==> src/rtl/i2c_register_read_master_core_macros.svh <==
// assertion macros for the i2c register read master core
// used by i2c_register_read_master_core.sv, expects a clock named clk and reset rst
`ifndef I2C_REGISTER_READ_MASTER_CORE_MACROS_SVH
`define I2C_REGISTER_READ_MASTER_CORE_MACROS_SVH

// checked only outside reset
`define I2CRR_ASSERT(lbl, prop, msg) \
  lbl: assert property (@(posedge clk) disable iff (rst) prop) else $error(msg);

// checked at every edge, reset included
`define I2CRR_ASSERT_ALWAYS(lbl, prop, msg) \
  lbl: assert property (@(posedge clk) prop) else $error(msg);

`endif

==> src/rtl/i2crr_pkg.sv <==
// shared constants, bus phase codes and line tables for the i2c register read master
// no dependencies
package i2crr_pkg;

  localparam int PHASE_W = 5;
  localparam int S_DATA_W = 16;
  localparam int S_USER_W = 1;
  localparam int M_DATA_W = 16;
  localparam int CFG_ADDR_W = 4;
  localparam int CFG_DATA_W = 32;

  // register indexes
  localparam logic [1:0] REG_DEVICE_ADDRESS = 2'd0;
  localparam logic [1:0] REG_ACK_TIMEOUT = 2'd1;
  localparam logic [1:0] REG_WRITE_PHASE_TICKS = 2'd2;
  localparam logic [1:0] REG_READ_PHASE_TICKS = 2'd3;

  localparam logic [6:0] DEVICE_ADDRESS_RST = 7'd72;
  localparam logic [7:0] ACK_TIMEOUT_RST = 8'd250;
  localparam logic [7:0] WRITE_PHASE_TICKS_RST = 8'd1;
  localparam logic [7:0] READ_PHASE_TICKS_RST = 8'd5;

  // operation codes
  localparam logic OP_TICK = 1'b0;
  localparam logic OP_BEGIN = 1'b1;

  // bus phases
  localparam logic [PHASE_W-1:0] P_IDLE = 5'd0;
  localparam logic [PHASE_W-1:0] P_ST_HI = 5'd1;
  localparam logic [PHASE_W-1:0] P_ST_LO = 5'd2;
  localparam logic [PHASE_W-1:0] P_TXW_L = 5'd3;
  localparam logic [PHASE_W-1:0] P_TXW_H = 5'd4;
  localparam logic [PHASE_W-1:0] P_AKW_L = 5'd5;
  localparam logic [PHASE_W-1:0] P_AKW_H = 5'd6;
  localparam logic [PHASE_W-1:0] P_TXR_L = 5'd7;
  localparam logic [PHASE_W-1:0] P_TXR_H = 5'd8;
  localparam logic [PHASE_W-1:0] P_AKR_L = 5'd9;
  localparam logic [PHASE_W-1:0] P_AKR_H = 5'd10;
  localparam logic [PHASE_W-1:0] P_RS_PRE = 5'd11;
  localparam logic [PHASE_W-1:0] P_RS_HI = 5'd12;
  localparam logic [PHASE_W-1:0] P_RS_LO = 5'd13;
  localparam logic [PHASE_W-1:0] P_TXD_L = 5'd14;
  localparam logic [PHASE_W-1:0] P_TXD_H = 5'd15;
  localparam logic [PHASE_W-1:0] P_AKD_L = 5'd16;
  localparam logic [PHASE_W-1:0] P_AKD_H = 5'd17;
  localparam logic [PHASE_W-1:0] P_RX_L = 5'd18;
  localparam logic [PHASE_W-1:0] P_RX_H = 5'd19;
  localparam logic [PHASE_W-1:0] P_MA_L = 5'd20;
  localparam logic [PHASE_W-1:0] P_MA_H = 5'd21;
  localparam logic [PHASE_W-1:0] P_SP_L = 5'd22;
  localparam logic [PHASE_W-1:0] P_SP_M = 5'd23;
  localparam logic [PHASE_W-1:0] P_SP_H = 5'd24;
  localparam logic [PHASE_W-1:0] P_SE_L = 5'd25;
  localparam logic [PHASE_W-1:0] P_SE_M = 5'd26;
  localparam logic [PHASE_W-1:0] P_SE_H = 5'd27;
  localparam logic [PHASE_W-1:0] NPHASES = 5'd28;

  // sda source of a phase
  typedef enum logic [1:0] {
    SDA_LOW,
    SDA_HIGH,
    SDA_SHIFT
  } sda_src_t;

  function automatic logic scl_of(input logic [PHASE_W-1:0] p);
    logic v;
    case (p) inside
      P_TXW_L, P_AKW_L, P_TXR_L, P_AKR_L, P_TXD_L, P_AKD_L, P_RX_L,
      P_MA_L, P_SP_L, P_SE_L: v = 1'b0;
      default: v = 1'b1;
    endcase
    return v;
  endfunction

  function automatic sda_src_t sda_of(input logic [PHASE_W-1:0] p);
    sda_src_t v;
    case (p) inside
      P_ST_LO, P_RS_LO, P_MA_L, P_MA_H, P_SP_L, P_SP_M,
      P_SE_L, P_SE_M: v = SDA_LOW;
      P_TXW_L, P_TXW_H, P_TXR_L, P_TXR_H, P_TXD_L, P_TXD_H: v = SDA_SHIFT;
      default: v = SDA_HIGH;
    endcase
    return v;
  endfunction

  function automatic logic rel_of(input logic [PHASE_W-1:0] p);
    logic v;
    case (p) inside
      P_AKW_L, P_AKW_H, P_AKR_L, P_AKR_H, P_AKD_L, P_AKD_H,
      P_RX_L, P_RX_H: v = 1'b1;
      default: v = 1'b0;
    endcase
    return v;
  endfunction

endpackage

==> src/rtl/i2c_register_read_master_core.sv <==
// i2c register read master, top level: request stream in, line and status stream out
// depends on i2crr_pkg and i2c_register_read_master_core_macros.svh
//
// usage
//   s_axis carries one request per cycle at most: tuser is the operation (tick or
//   begin), tdata holds reg_address and the sampled sda level. every request gives
//   exactly one result on m_axis: the scl/sda levels, sda release, busy, done, nack
//   error and the received byte for that tick.
//   a begin while idle latches the register pointer; ticks then walk the bus
//   sequence (start, write address, register byte, repeated start, read address,
//   eight data bits, master ack, stop). a slave that stays high past ack_timeout
//   samples gets a stop and the done result carries nack_error.
//   each result is registered: it goes into the result register, or into the skid while one waits.
//   throughput: one request per cycle while s_axis_tready is high, set by the single
//   next-state pass from the phase register to the result register.
//   a two-entry output (result register plus skid) lets one more request in while
//   a result waits; with both full s_axis_tready drops until m_axis drains.
//   reset (rst, synchronous) returns the sequencer to idle, empties the output and
//   reloads the registers with their reset values. the apb port is to be written only
//   while the block is idle; the block itself does not enforce this.
module i2c_register_read_master_core (
  input  logic                                clk,
  input  logic                                rst,
  input  logic                                s_axis_tvalid,
  output logic                                s_axis_tready,
  // [7:0] reg_address, [8] sda_in, [15:9] zero
  input  logic [i2crr_pkg::S_DATA_W-1:0]      s_axis_tdata,
  // [0] operation
  input  logic [i2crr_pkg::S_USER_W-1:0]      s_axis_tuser,
  output logic                                m_axis_tvalid,
  input  logic                                m_axis_tready,
  // [0] scl_level, [1] sda_level, [2] sda_released, [3] busy_res, [4] done_res,
  // [5] nack_error, [13:6] read_data, [15:14] zero
  output logic [i2crr_pkg::M_DATA_W-1:0]      m_axis_tdata,
  input  logic                                psel,
  input  logic                                penable,
  input  logic                                pwrite,
  input  logic [i2crr_pkg::CFG_ADDR_W-1:0]    paddr,
  input  logic [i2crr_pkg::CFG_DATA_W-1:0]    pwdata,
  output logic [i2crr_pkg::CFG_DATA_W-1:0]    prdata,
  output logic                                pready
);
  import i2crr_pkg::*;

  `include "i2c_register_read_master_core_macros.svh"

  // configuration registers
  logic [6:0] device_address;
  logic [7:0] ack_timeout;
  logic [7:0] write_phase_ticks;
  logic [7:0] read_phase_ticks;

  // sequencer state
  logic [PHASE_W-1:0] phase, phase_next;
  logic [3:0] bit_index, bit_index_next;
  logic [7:0] shift_byte, shift_byte_next;
  logic [7:0] tick_count, tick_count_next;
  logic [7:0] ack_count, ack_count_next;
  logic [7:0] latched_reg, latched_reg_next;

  // output register and skid
  logic [M_DATA_W-1:0] res_next;
  logic [M_DATA_W-1:0] skid_data;
  logic skid_valid;

  logic in_accept, out_take, cfg_wr;
  logic op;
  logic [7:0] in_reg;
  logic in_sda;

  logic [PHASE_W-1:0] p;
  logic [7:0] wbyte;
  logic [7:0] wr_len, rd_len;
  logic wr_hd, rd_hd;
  logic [7:0] cnt_wr, cnt_rd;
  logic [3:0] bit_inc;
  logic line_sda;
  logic done, err;

  assign pready = 1'b1;
  assign cfg_wr = psel && penable && pwrite && pready;

  always_comb begin
    unique case (paddr[3:2])
      REG_DEVICE_ADDRESS: prdata = {25'd0, device_address};
      REG_ACK_TIMEOUT: prdata = {24'd0, ack_timeout};
      REG_WRITE_PHASE_TICKS: prdata = {24'd0, write_phase_ticks};
      REG_READ_PHASE_TICKS: prdata = {24'd0, read_phase_ticks};
      default: prdata = '0;
    endcase
  end

  always_ff @(posedge clk) begin
    if (rst) begin
      device_address <= DEVICE_ADDRESS_RST;
      ack_timeout <= ACK_TIMEOUT_RST;
      write_phase_ticks <= WRITE_PHASE_TICKS_RST;
      read_phase_ticks <= READ_PHASE_TICKS_RST;
    end else if (cfg_wr) begin
      unique case (paddr[3:2])
        REG_DEVICE_ADDRESS: device_address <= pwdata[6:0];
        REG_ACK_TIMEOUT: ack_timeout <= pwdata[7:0];
        REG_WRITE_PHASE_TICKS: write_phase_ticks <= pwdata[7:0];
        REG_READ_PHASE_TICKS: read_phase_ticks <= pwdata[7:0];
        default: ;
      endcase
    end
  end

  assign s_axis_tready = !skid_valid;
  assign in_accept = s_axis_tvalid && s_axis_tready;
  assign out_take = m_axis_tvalid && m_axis_tready;

  assign op = s_axis_tuser[0];
  assign in_reg = s_axis_tdata[7:0];
  assign in_sda = s_axis_tdata[8];

  // codes past the table act as idle
  assign p = (phase < NPHASES) ? phase : P_IDLE;
  assign wbyte = {device_address, 1'b0};

  // a length of zero behaves as one
  assign wr_len = (write_phase_ticks == 8'd0) ? 8'd1 : write_phase_ticks;
  assign rd_len = (read_phase_ticks == 8'd0) ? 8'd1 : read_phase_ticks;
  assign wr_hd = ({1'b0, tick_count} + 9'd1) >= {1'b0, wr_len};
  assign rd_hd = ({1'b0, tick_count} + 9'd1) >= {1'b0, rd_len};
  assign cnt_wr = wr_hd ? 8'd0 : tick_count + 8'd1;
  assign cnt_rd = rd_hd ? 8'd0 : tick_count + 8'd1;
  assign bit_inc = bit_index + 4'd1;

  always_comb begin
    unique case (sda_of(p))
      SDA_LOW: line_sda = 1'b0;
      SDA_SHIFT: line_sda = shift_byte[7];
      default: line_sda = 1'b1;
    endcase
  end

  always_comb begin
    phase_next = phase;
    bit_index_next = bit_index;
    shift_byte_next = shift_byte;
    tick_count_next = tick_count;
    ack_count_next = ack_count;
    latched_reg_next = latched_reg;
    done = 1'b0;
    err = 1'b0;

    if (op == OP_BEGIN) begin
      if (p == P_IDLE) begin
        latched_reg_next = in_reg;
        bit_index_next = 4'd0;
        shift_byte_next = 8'd0;
        phase_next = P_ST_HI;
        tick_count_next = 8'd0;
        ack_count_next = 8'd0;
      end
    end else begin
      unique case (p)
        P_ST_HI, P_ST_LO, P_TXW_L, P_AKW_L, P_TXR_L, P_AKR_L, P_RS_PRE, P_RS_HI,
        P_RS_LO, P_TXD_L, P_AKD_L, P_MA_L, P_MA_H, P_SP_L, P_SP_M, P_SP_H,
        P_SE_L, P_SE_M, P_SE_H: begin
          tick_count_next = cnt_wr;
          if (wr_hd) begin
            ack_count_next = 8'd0;
            phase_next = p + 5'd1;
            case (p)
              P_ST_LO: begin
                shift_byte_next = wbyte;
                bit_index_next = 4'd0;
              end
              P_RS_LO: begin
                shift_byte_next = wbyte | 8'd1;
                bit_index_next = 4'd0;
              end
              P_MA_H: phase_next = P_SP_L;
              P_SP_H: begin
                phase_next = P_IDLE;
                done = 1'b1;
              end
              P_SE_H: begin
                phase_next = P_IDLE;
                done = 1'b1;
                err = 1'b1;
              end
              default: ;
            endcase
          end
        end
        // high half of a sent bit
        P_TXW_H, P_TXR_H, P_TXD_H: begin
          tick_count_next = cnt_wr;
          if (wr_hd) begin
            ack_count_next = 8'd0;
            shift_byte_next = {shift_byte[6:0], 1'b0};
            if (bit_inc >= 4'd8) begin
              bit_index_next = 4'd0;
              phase_next = p + 5'd1;
            end else begin
              bit_index_next = bit_inc;
              phase_next = p - 5'd1;
            end
          end
        end
        // ack wait, sda sampled every tick
        P_AKW_H, P_AKR_H, P_AKD_H: begin
          if (!in_sda) begin
            tick_count_next = 8'd0;
            ack_count_next = 8'd0;
            case (p)
              P_AKW_H: begin
                phase_next = P_TXR_L;
                shift_byte_next = latched_reg;
                bit_index_next = 4'd0;
              end
              P_AKR_H: phase_next = P_RS_PRE;
              default: begin
                phase_next = P_RX_L;
                shift_byte_next = 8'd0;
                bit_index_next = 4'd0;
              end
            endcase
          end else if (ack_count >= ack_timeout) begin
            phase_next = P_SE_L;
            tick_count_next = 8'd0;
            ack_count_next = 8'd0;
          end else begin
            ack_count_next = ack_count + 8'd1;
          end
        end
        P_RX_L: begin
          tick_count_next = cnt_rd;
          if (rd_hd) begin
            phase_next = P_RX_H;
            ack_count_next = 8'd0;
          end
        end
        P_RX_H: begin
          // sample on the first tick of the high half
          if (tick_count == 8'd0) begin
            shift_byte_next = {shift_byte[6:0], in_sda};
          end
          tick_count_next = cnt_rd;
          if (rd_hd) begin
            ack_count_next = 8'd0;
            if (bit_inc >= 4'd8) begin
              bit_index_next = 4'd0;
              phase_next = P_MA_L;
            end else begin
              bit_index_next = bit_inc;
              phase_next = P_RX_L;
            end
          end
        end
        default: phase_next = P_IDLE;
      endcase
    end
  end

  always_comb begin
    res_next = '0;
    res_next[0] = scl_of(p);
    res_next[1] = line_sda;
    res_next[2] = rel_of(p);
    res_next[3] = (p != P_IDLE) || (op == OP_BEGIN);
    if (done) begin
      res_next[3] = 1'b0;
      res_next[4] = 1'b1;
      res_next[5] = err;
      res_next[13:6] = err ? 8'd0 : shift_byte_next;
    end
  end

  always_ff @(posedge clk) begin
    if (rst) begin
      phase <= P_IDLE;
      bit_index <= 4'd0;
      shift_byte <= 8'd0;
      tick_count <= 8'd0;
      ack_count <= 8'd0;
      latched_reg <= 8'd0;
    end else if (in_accept) begin
      phase <= phase_next;
      bit_index <= bit_index_next;
      shift_byte <= shift_byte_next;
      tick_count <= tick_count_next;
      ack_count <= ack_count_next;
      latched_reg <= latched_reg_next;
    end
  end

  // result register with one skid entry behind it
  always_ff @(posedge clk) begin
    if (rst) begin
      m_axis_tvalid <= 1'b0;
      skid_valid <= 1'b0;
    end else if (in_accept) begin
      if (!m_axis_tvalid || out_take) begin
        m_axis_tvalid <= 1'b1;
      end else begin
        skid_valid <= 1'b1;
      end
    end else if (out_take) begin
      if (skid_valid) begin
        skid_valid <= 1'b0;
      end else begin
        m_axis_tvalid <= 1'b0;
      end
    end
  end

  always_ff @(posedge clk) begin
    if (in_accept) begin
      if (!m_axis_tvalid || out_take) begin
        m_axis_tdata <= res_next;
      end else begin
        skid_data <= res_next;
      end
    end else if (out_take && skid_valid) begin
      m_axis_tdata <= skid_data;
    end
  end

  `I2CRR_ASSERT(a_skid_behind_out, skid_valid |-> m_axis_tvalid, "skid full with empty output")
  `I2CRR_ASSERT(a_done_not_busy, (m_axis_tvalid && m_axis_tdata[4]) |-> !m_axis_tdata[3], "done result still busy")
  `I2CRR_ASSERT(a_nack_no_data, (m_axis_tvalid && m_axis_tdata[5]) |-> (m_axis_tdata[13:6] == 8'd0), "nack result carries data")
  `I2CRR_ASSERT_ALWAYS(a_reset_empties, rst |=> (!m_axis_tvalid && !skid_valid), "not empty after reset")

endmodule

==> config.mk <==
export PLATFORM = sky130hd
export DESIGN_NAME = i2c_register_read_master_core
export DESIGN_NICKNAME = d
export VERILOG_FILES = /design/src/rtl/i2crr_pkg.sv /design/src/rtl/i2c_register_read_master_core.sv
export VERILOG_INCLUDE_DIRS = /design/src /design/src/rtl
export SDC_FILE = /design/constraint.sdc
export NUM_CORES = 1
export LEC_CHECK = 0
export ABC_CLOCK_PERIOD_IN_PS = 4350
export BUFFER_PORTS_ARGS = -buffer_cell sky130_fd_sc_hd__buf_2
export CAP_MARGIN = 20
export CORE_MARGIN = 3
export CORE_UTILIZATION = 55
export DETAILED_ROUTE_END_ITERATION = 8
export GPL_ROUTABILITY_DRIVEN = 0
export PLACE_DENSITY_LB_ADDON = 0.2
export SYNTH_ARGS = -nofsm -noshare
export SYNTH_HDL_FRONTEND = slang
export SYNTH_SLANG_ARGS = --single-unit
==> constraint.sdc <==
create_clock -name clk -period 4.35 [get_ports clk]
set_input_delay 1.305 -clock clk [delete_from_list [all_inputs] [get_ports clk]]
set_output_delay 1.305 -clock clk [all_outputs]
set_load 0.005 [all_outputs]
==> metrics.yaml <==
status: "completed"
hold_viol: 0
relSlewSlack_pct: 39.3
grt_pass1_vias: 5387
track_usage_pct: 25.1
path_max_fanout: 8
port_buffers: 50
fin_tns_setup_ns: 0
rows: 39
cts-root-buf: "clkbuf_16"
drt_drc_violations_left: 0
drtIter0Drc: 424
start_kind: "register"
drt-pass1-iter-count: 5
avgSynthCellArea_um2: 8.68
critPathRequiredTime_ns: 4.46
grt_remaining_overflow: 0
wire_per_inst_um: 17.3
antenna_found_initial: 0
ys_types: 78
num_vias: 5730
worst_pin_slew_ns: 0.911
end_kind: "register"
drtAntennaViolNets: 0
finalCritPeriodShare_pct: 88.8
post-cts-setup-buffers: 0
powerDensity_nw_per_um2: 286
ys_seq_area_share_pct: 35.5
hold_class: "reg2reg"
fmax_ghz: 0.259
crit_start: "tick_count[2]"
synthArstFlopShare_pct: 0
numCtsBuffers: 9
regToRegSetupSlack_ns: 0.49
syn-instance-count: 754
fin_nets: 874
synth_flop_cell: "dfxtp_1"
insertion_delay_ns: 0.35
rsz0062_at_grt: "no"
arrival_ns: 3.97
cts.sinks: 102
reg2reg_to: "m_axis_tdata[7]"
clk_path_buf_depth: 2
diodes: 0
synth_edf_count: 28
p_leak_nw: 2.90
r2r_cells: 12
syn_to_final_growth_pct: 7.44
cts.repair.resized: 0
cts_hold_buffers: 0
die_w_um: 115
drv_cap: 0
dieArea_um2: 13200
rr_startpoint: "tick_count[2]"
setup_violations: 0
slew_viol_final: 0
clock_skew_ns: 0.00967
grt_max_degree: 46
die_h_um: 115
cts_tree: "yes"
core-area_um2: 11500
design_power_total_mw: 2.01
worstSetupEndpoint: "m_axis_tdata[7]"
dp_hpwl_um: 12000
synth_seq_cells: 102
netlist_area_um2: 6540
pin_count: 111
start_util_pct: 56.8
vias_per_cell: 6.17
ir_drop_uv: 196
drt_wl_total_um: 16100
yosys_warnings: 0
layout-drive-gt1-share_pct: 13.2
reg.largest.list: "m_axis_tdata x14, skid_data x14"
clkSlewWorstSetupHoldPaths_ns: 0.07
critical_path_class: "reg2reg"
cts_max_level: 3
grt_pass1_wl_um: 26400
post-route-min-period_ns: 3.86
==> power breakdown <==
part / internal, mW / switching, mW
Clock: 0.396 / 0.371
Sequential: 1.00 / 0.0150
Combinational: 0.0846 / 0.144
Total: 1.48 / 0.530
==> worst min path at each step <==
stage                               from             end  slack (ns)  cells past startpoint
after floorplan           latched_reg[1]  latched_reg[1]        0.44                      2
after global placement    latched_reg[0]  latched_reg[0]        0.45                      2
after detailed placement  latched_reg[3]  latched_reg[3]        0.45                      2
after CTS                 latched_reg[3]  latched_reg[3]        0.46                      2
after global routing      latched_reg[3]  latched_reg[3]        0.49                      2
final                     latched_reg[3]  latched_reg[3]        0.46                      2
==> routing by layer <==
layer	track usage [%]	up-vias	wire, um	part of all wire [%]
met3	4.11	43	1050	6.6
met4	12.8	0	537	3.3
li1	-	2735	-	-
met2	42.0	245	7870	49
met5	0	-	0	0
met1	31.2	2707	6600	41
==> layout by cell type, fill, tap and decap left out, drive strengths merged, types with 7 or more instances in the layout <==
cell    count
nor2       80
nand2      79
dfxtp      74
a21oi      61
buf        61
inv        41
o21ai      36
ha         33
edfxtp     28
conb       27
mux2i      23
nand3      15
a211o      15
nor3       15
a22o       14
nor2b      14
and3       11
clkbuf     10
a31oi       9
xnor2       8
o31ai       8
mux4        7
mux2        7
==> synth_stat cells, types with 11 or more instances <==
master | number | share of area [%]
a211o_1 | 15 | 2.0
a21oi_1 | 60 | 4.6
a22o_1 | 14 | 1.9
and3_1 | 11 | 1.1
buf_4 | 28 | 3.2
clkbuf_1 | 27 | 1.5
dfxtp_1 | 74 | 23
edfxtp_1 | 28 | 13
ha_1 | 33 | 6.3
inv_1 | 38 | 2.2
mux2i_1 | 23 | 3.5
nand2_1 | 78 | 4.5
nand3_1 | 15 | 1.1
nor2_1 | 80 | 4.6
nor2b_1 | 13 | 1.2
nor3_1 | 14 | 1.1
o21ai_0 | 34 | 2.6
==> stage by stage <==
| step | utilization, % | hold WS (ns) | worst slack [ns] | std cells | area [um2] |
|---|---|---|---|---|---|
| final | 61.0 | 0.462 | 0.488 | 929 | 7030 |
| after global routing | 61.0 | 0.488 | 0.211 | 929 | 7030 |
| after CTS | 61.0 | 0.463 | 0.485 | 929 | 7030 |
| after detailed placement | 58.6 | 0.453 | 0.557 | 913 | 6750 |
| after global placement | 58.6 | 0.450 | 0.672 | 913 | 6750 |
| after floorplan | - | 0.436 | 0.718 | 779 | 6640 |
==> logic make-up after synthesis <==
| family | count (synthesis) | synth area share, % |
|---|---|---|
| flops | 102 | 35.5 |
| buf+inv | 108 | 8.28 |
| other cells | 2 | 0.115 |
| compound gates | 202 | 21.3 |
| fa+ha+maj | 33 | 6.31 |
| mux | 37 | 7.19 |
| simple gates | 258 | 19.6 |
| xor+xnor | 12 | 1.72 |
==> layout make-up <==
class | count | area, um2
Fill cell | 1047 | 4490
Multi-Input combinational cell | 569 | 3770
Sequential cell | 102 | 2320
Timing Repair Buffer | 61 | 333
Clock buffer | 10 | 229
Tap cell | 143 | 179
Inverter | 38 | 143
Clock inverter | 6 | 51.3
==> critical path, cell delays in order, from the launching register on <==
cell and delay (ns):
dfxtp_1 0.51, and3_1 0.23, nand3_1 0.16, nor2_1 0.17
xor2_1 0.31, ha_1 0.32, and4_1 0.21, a311oi_1 0.42
and2_1 0.27, o21ai_1 0.18, a221o_1 0.37, o21a_1 0.19
mux2_2 0.26
No activity file was read; power rests on OpenSTA's default activity.
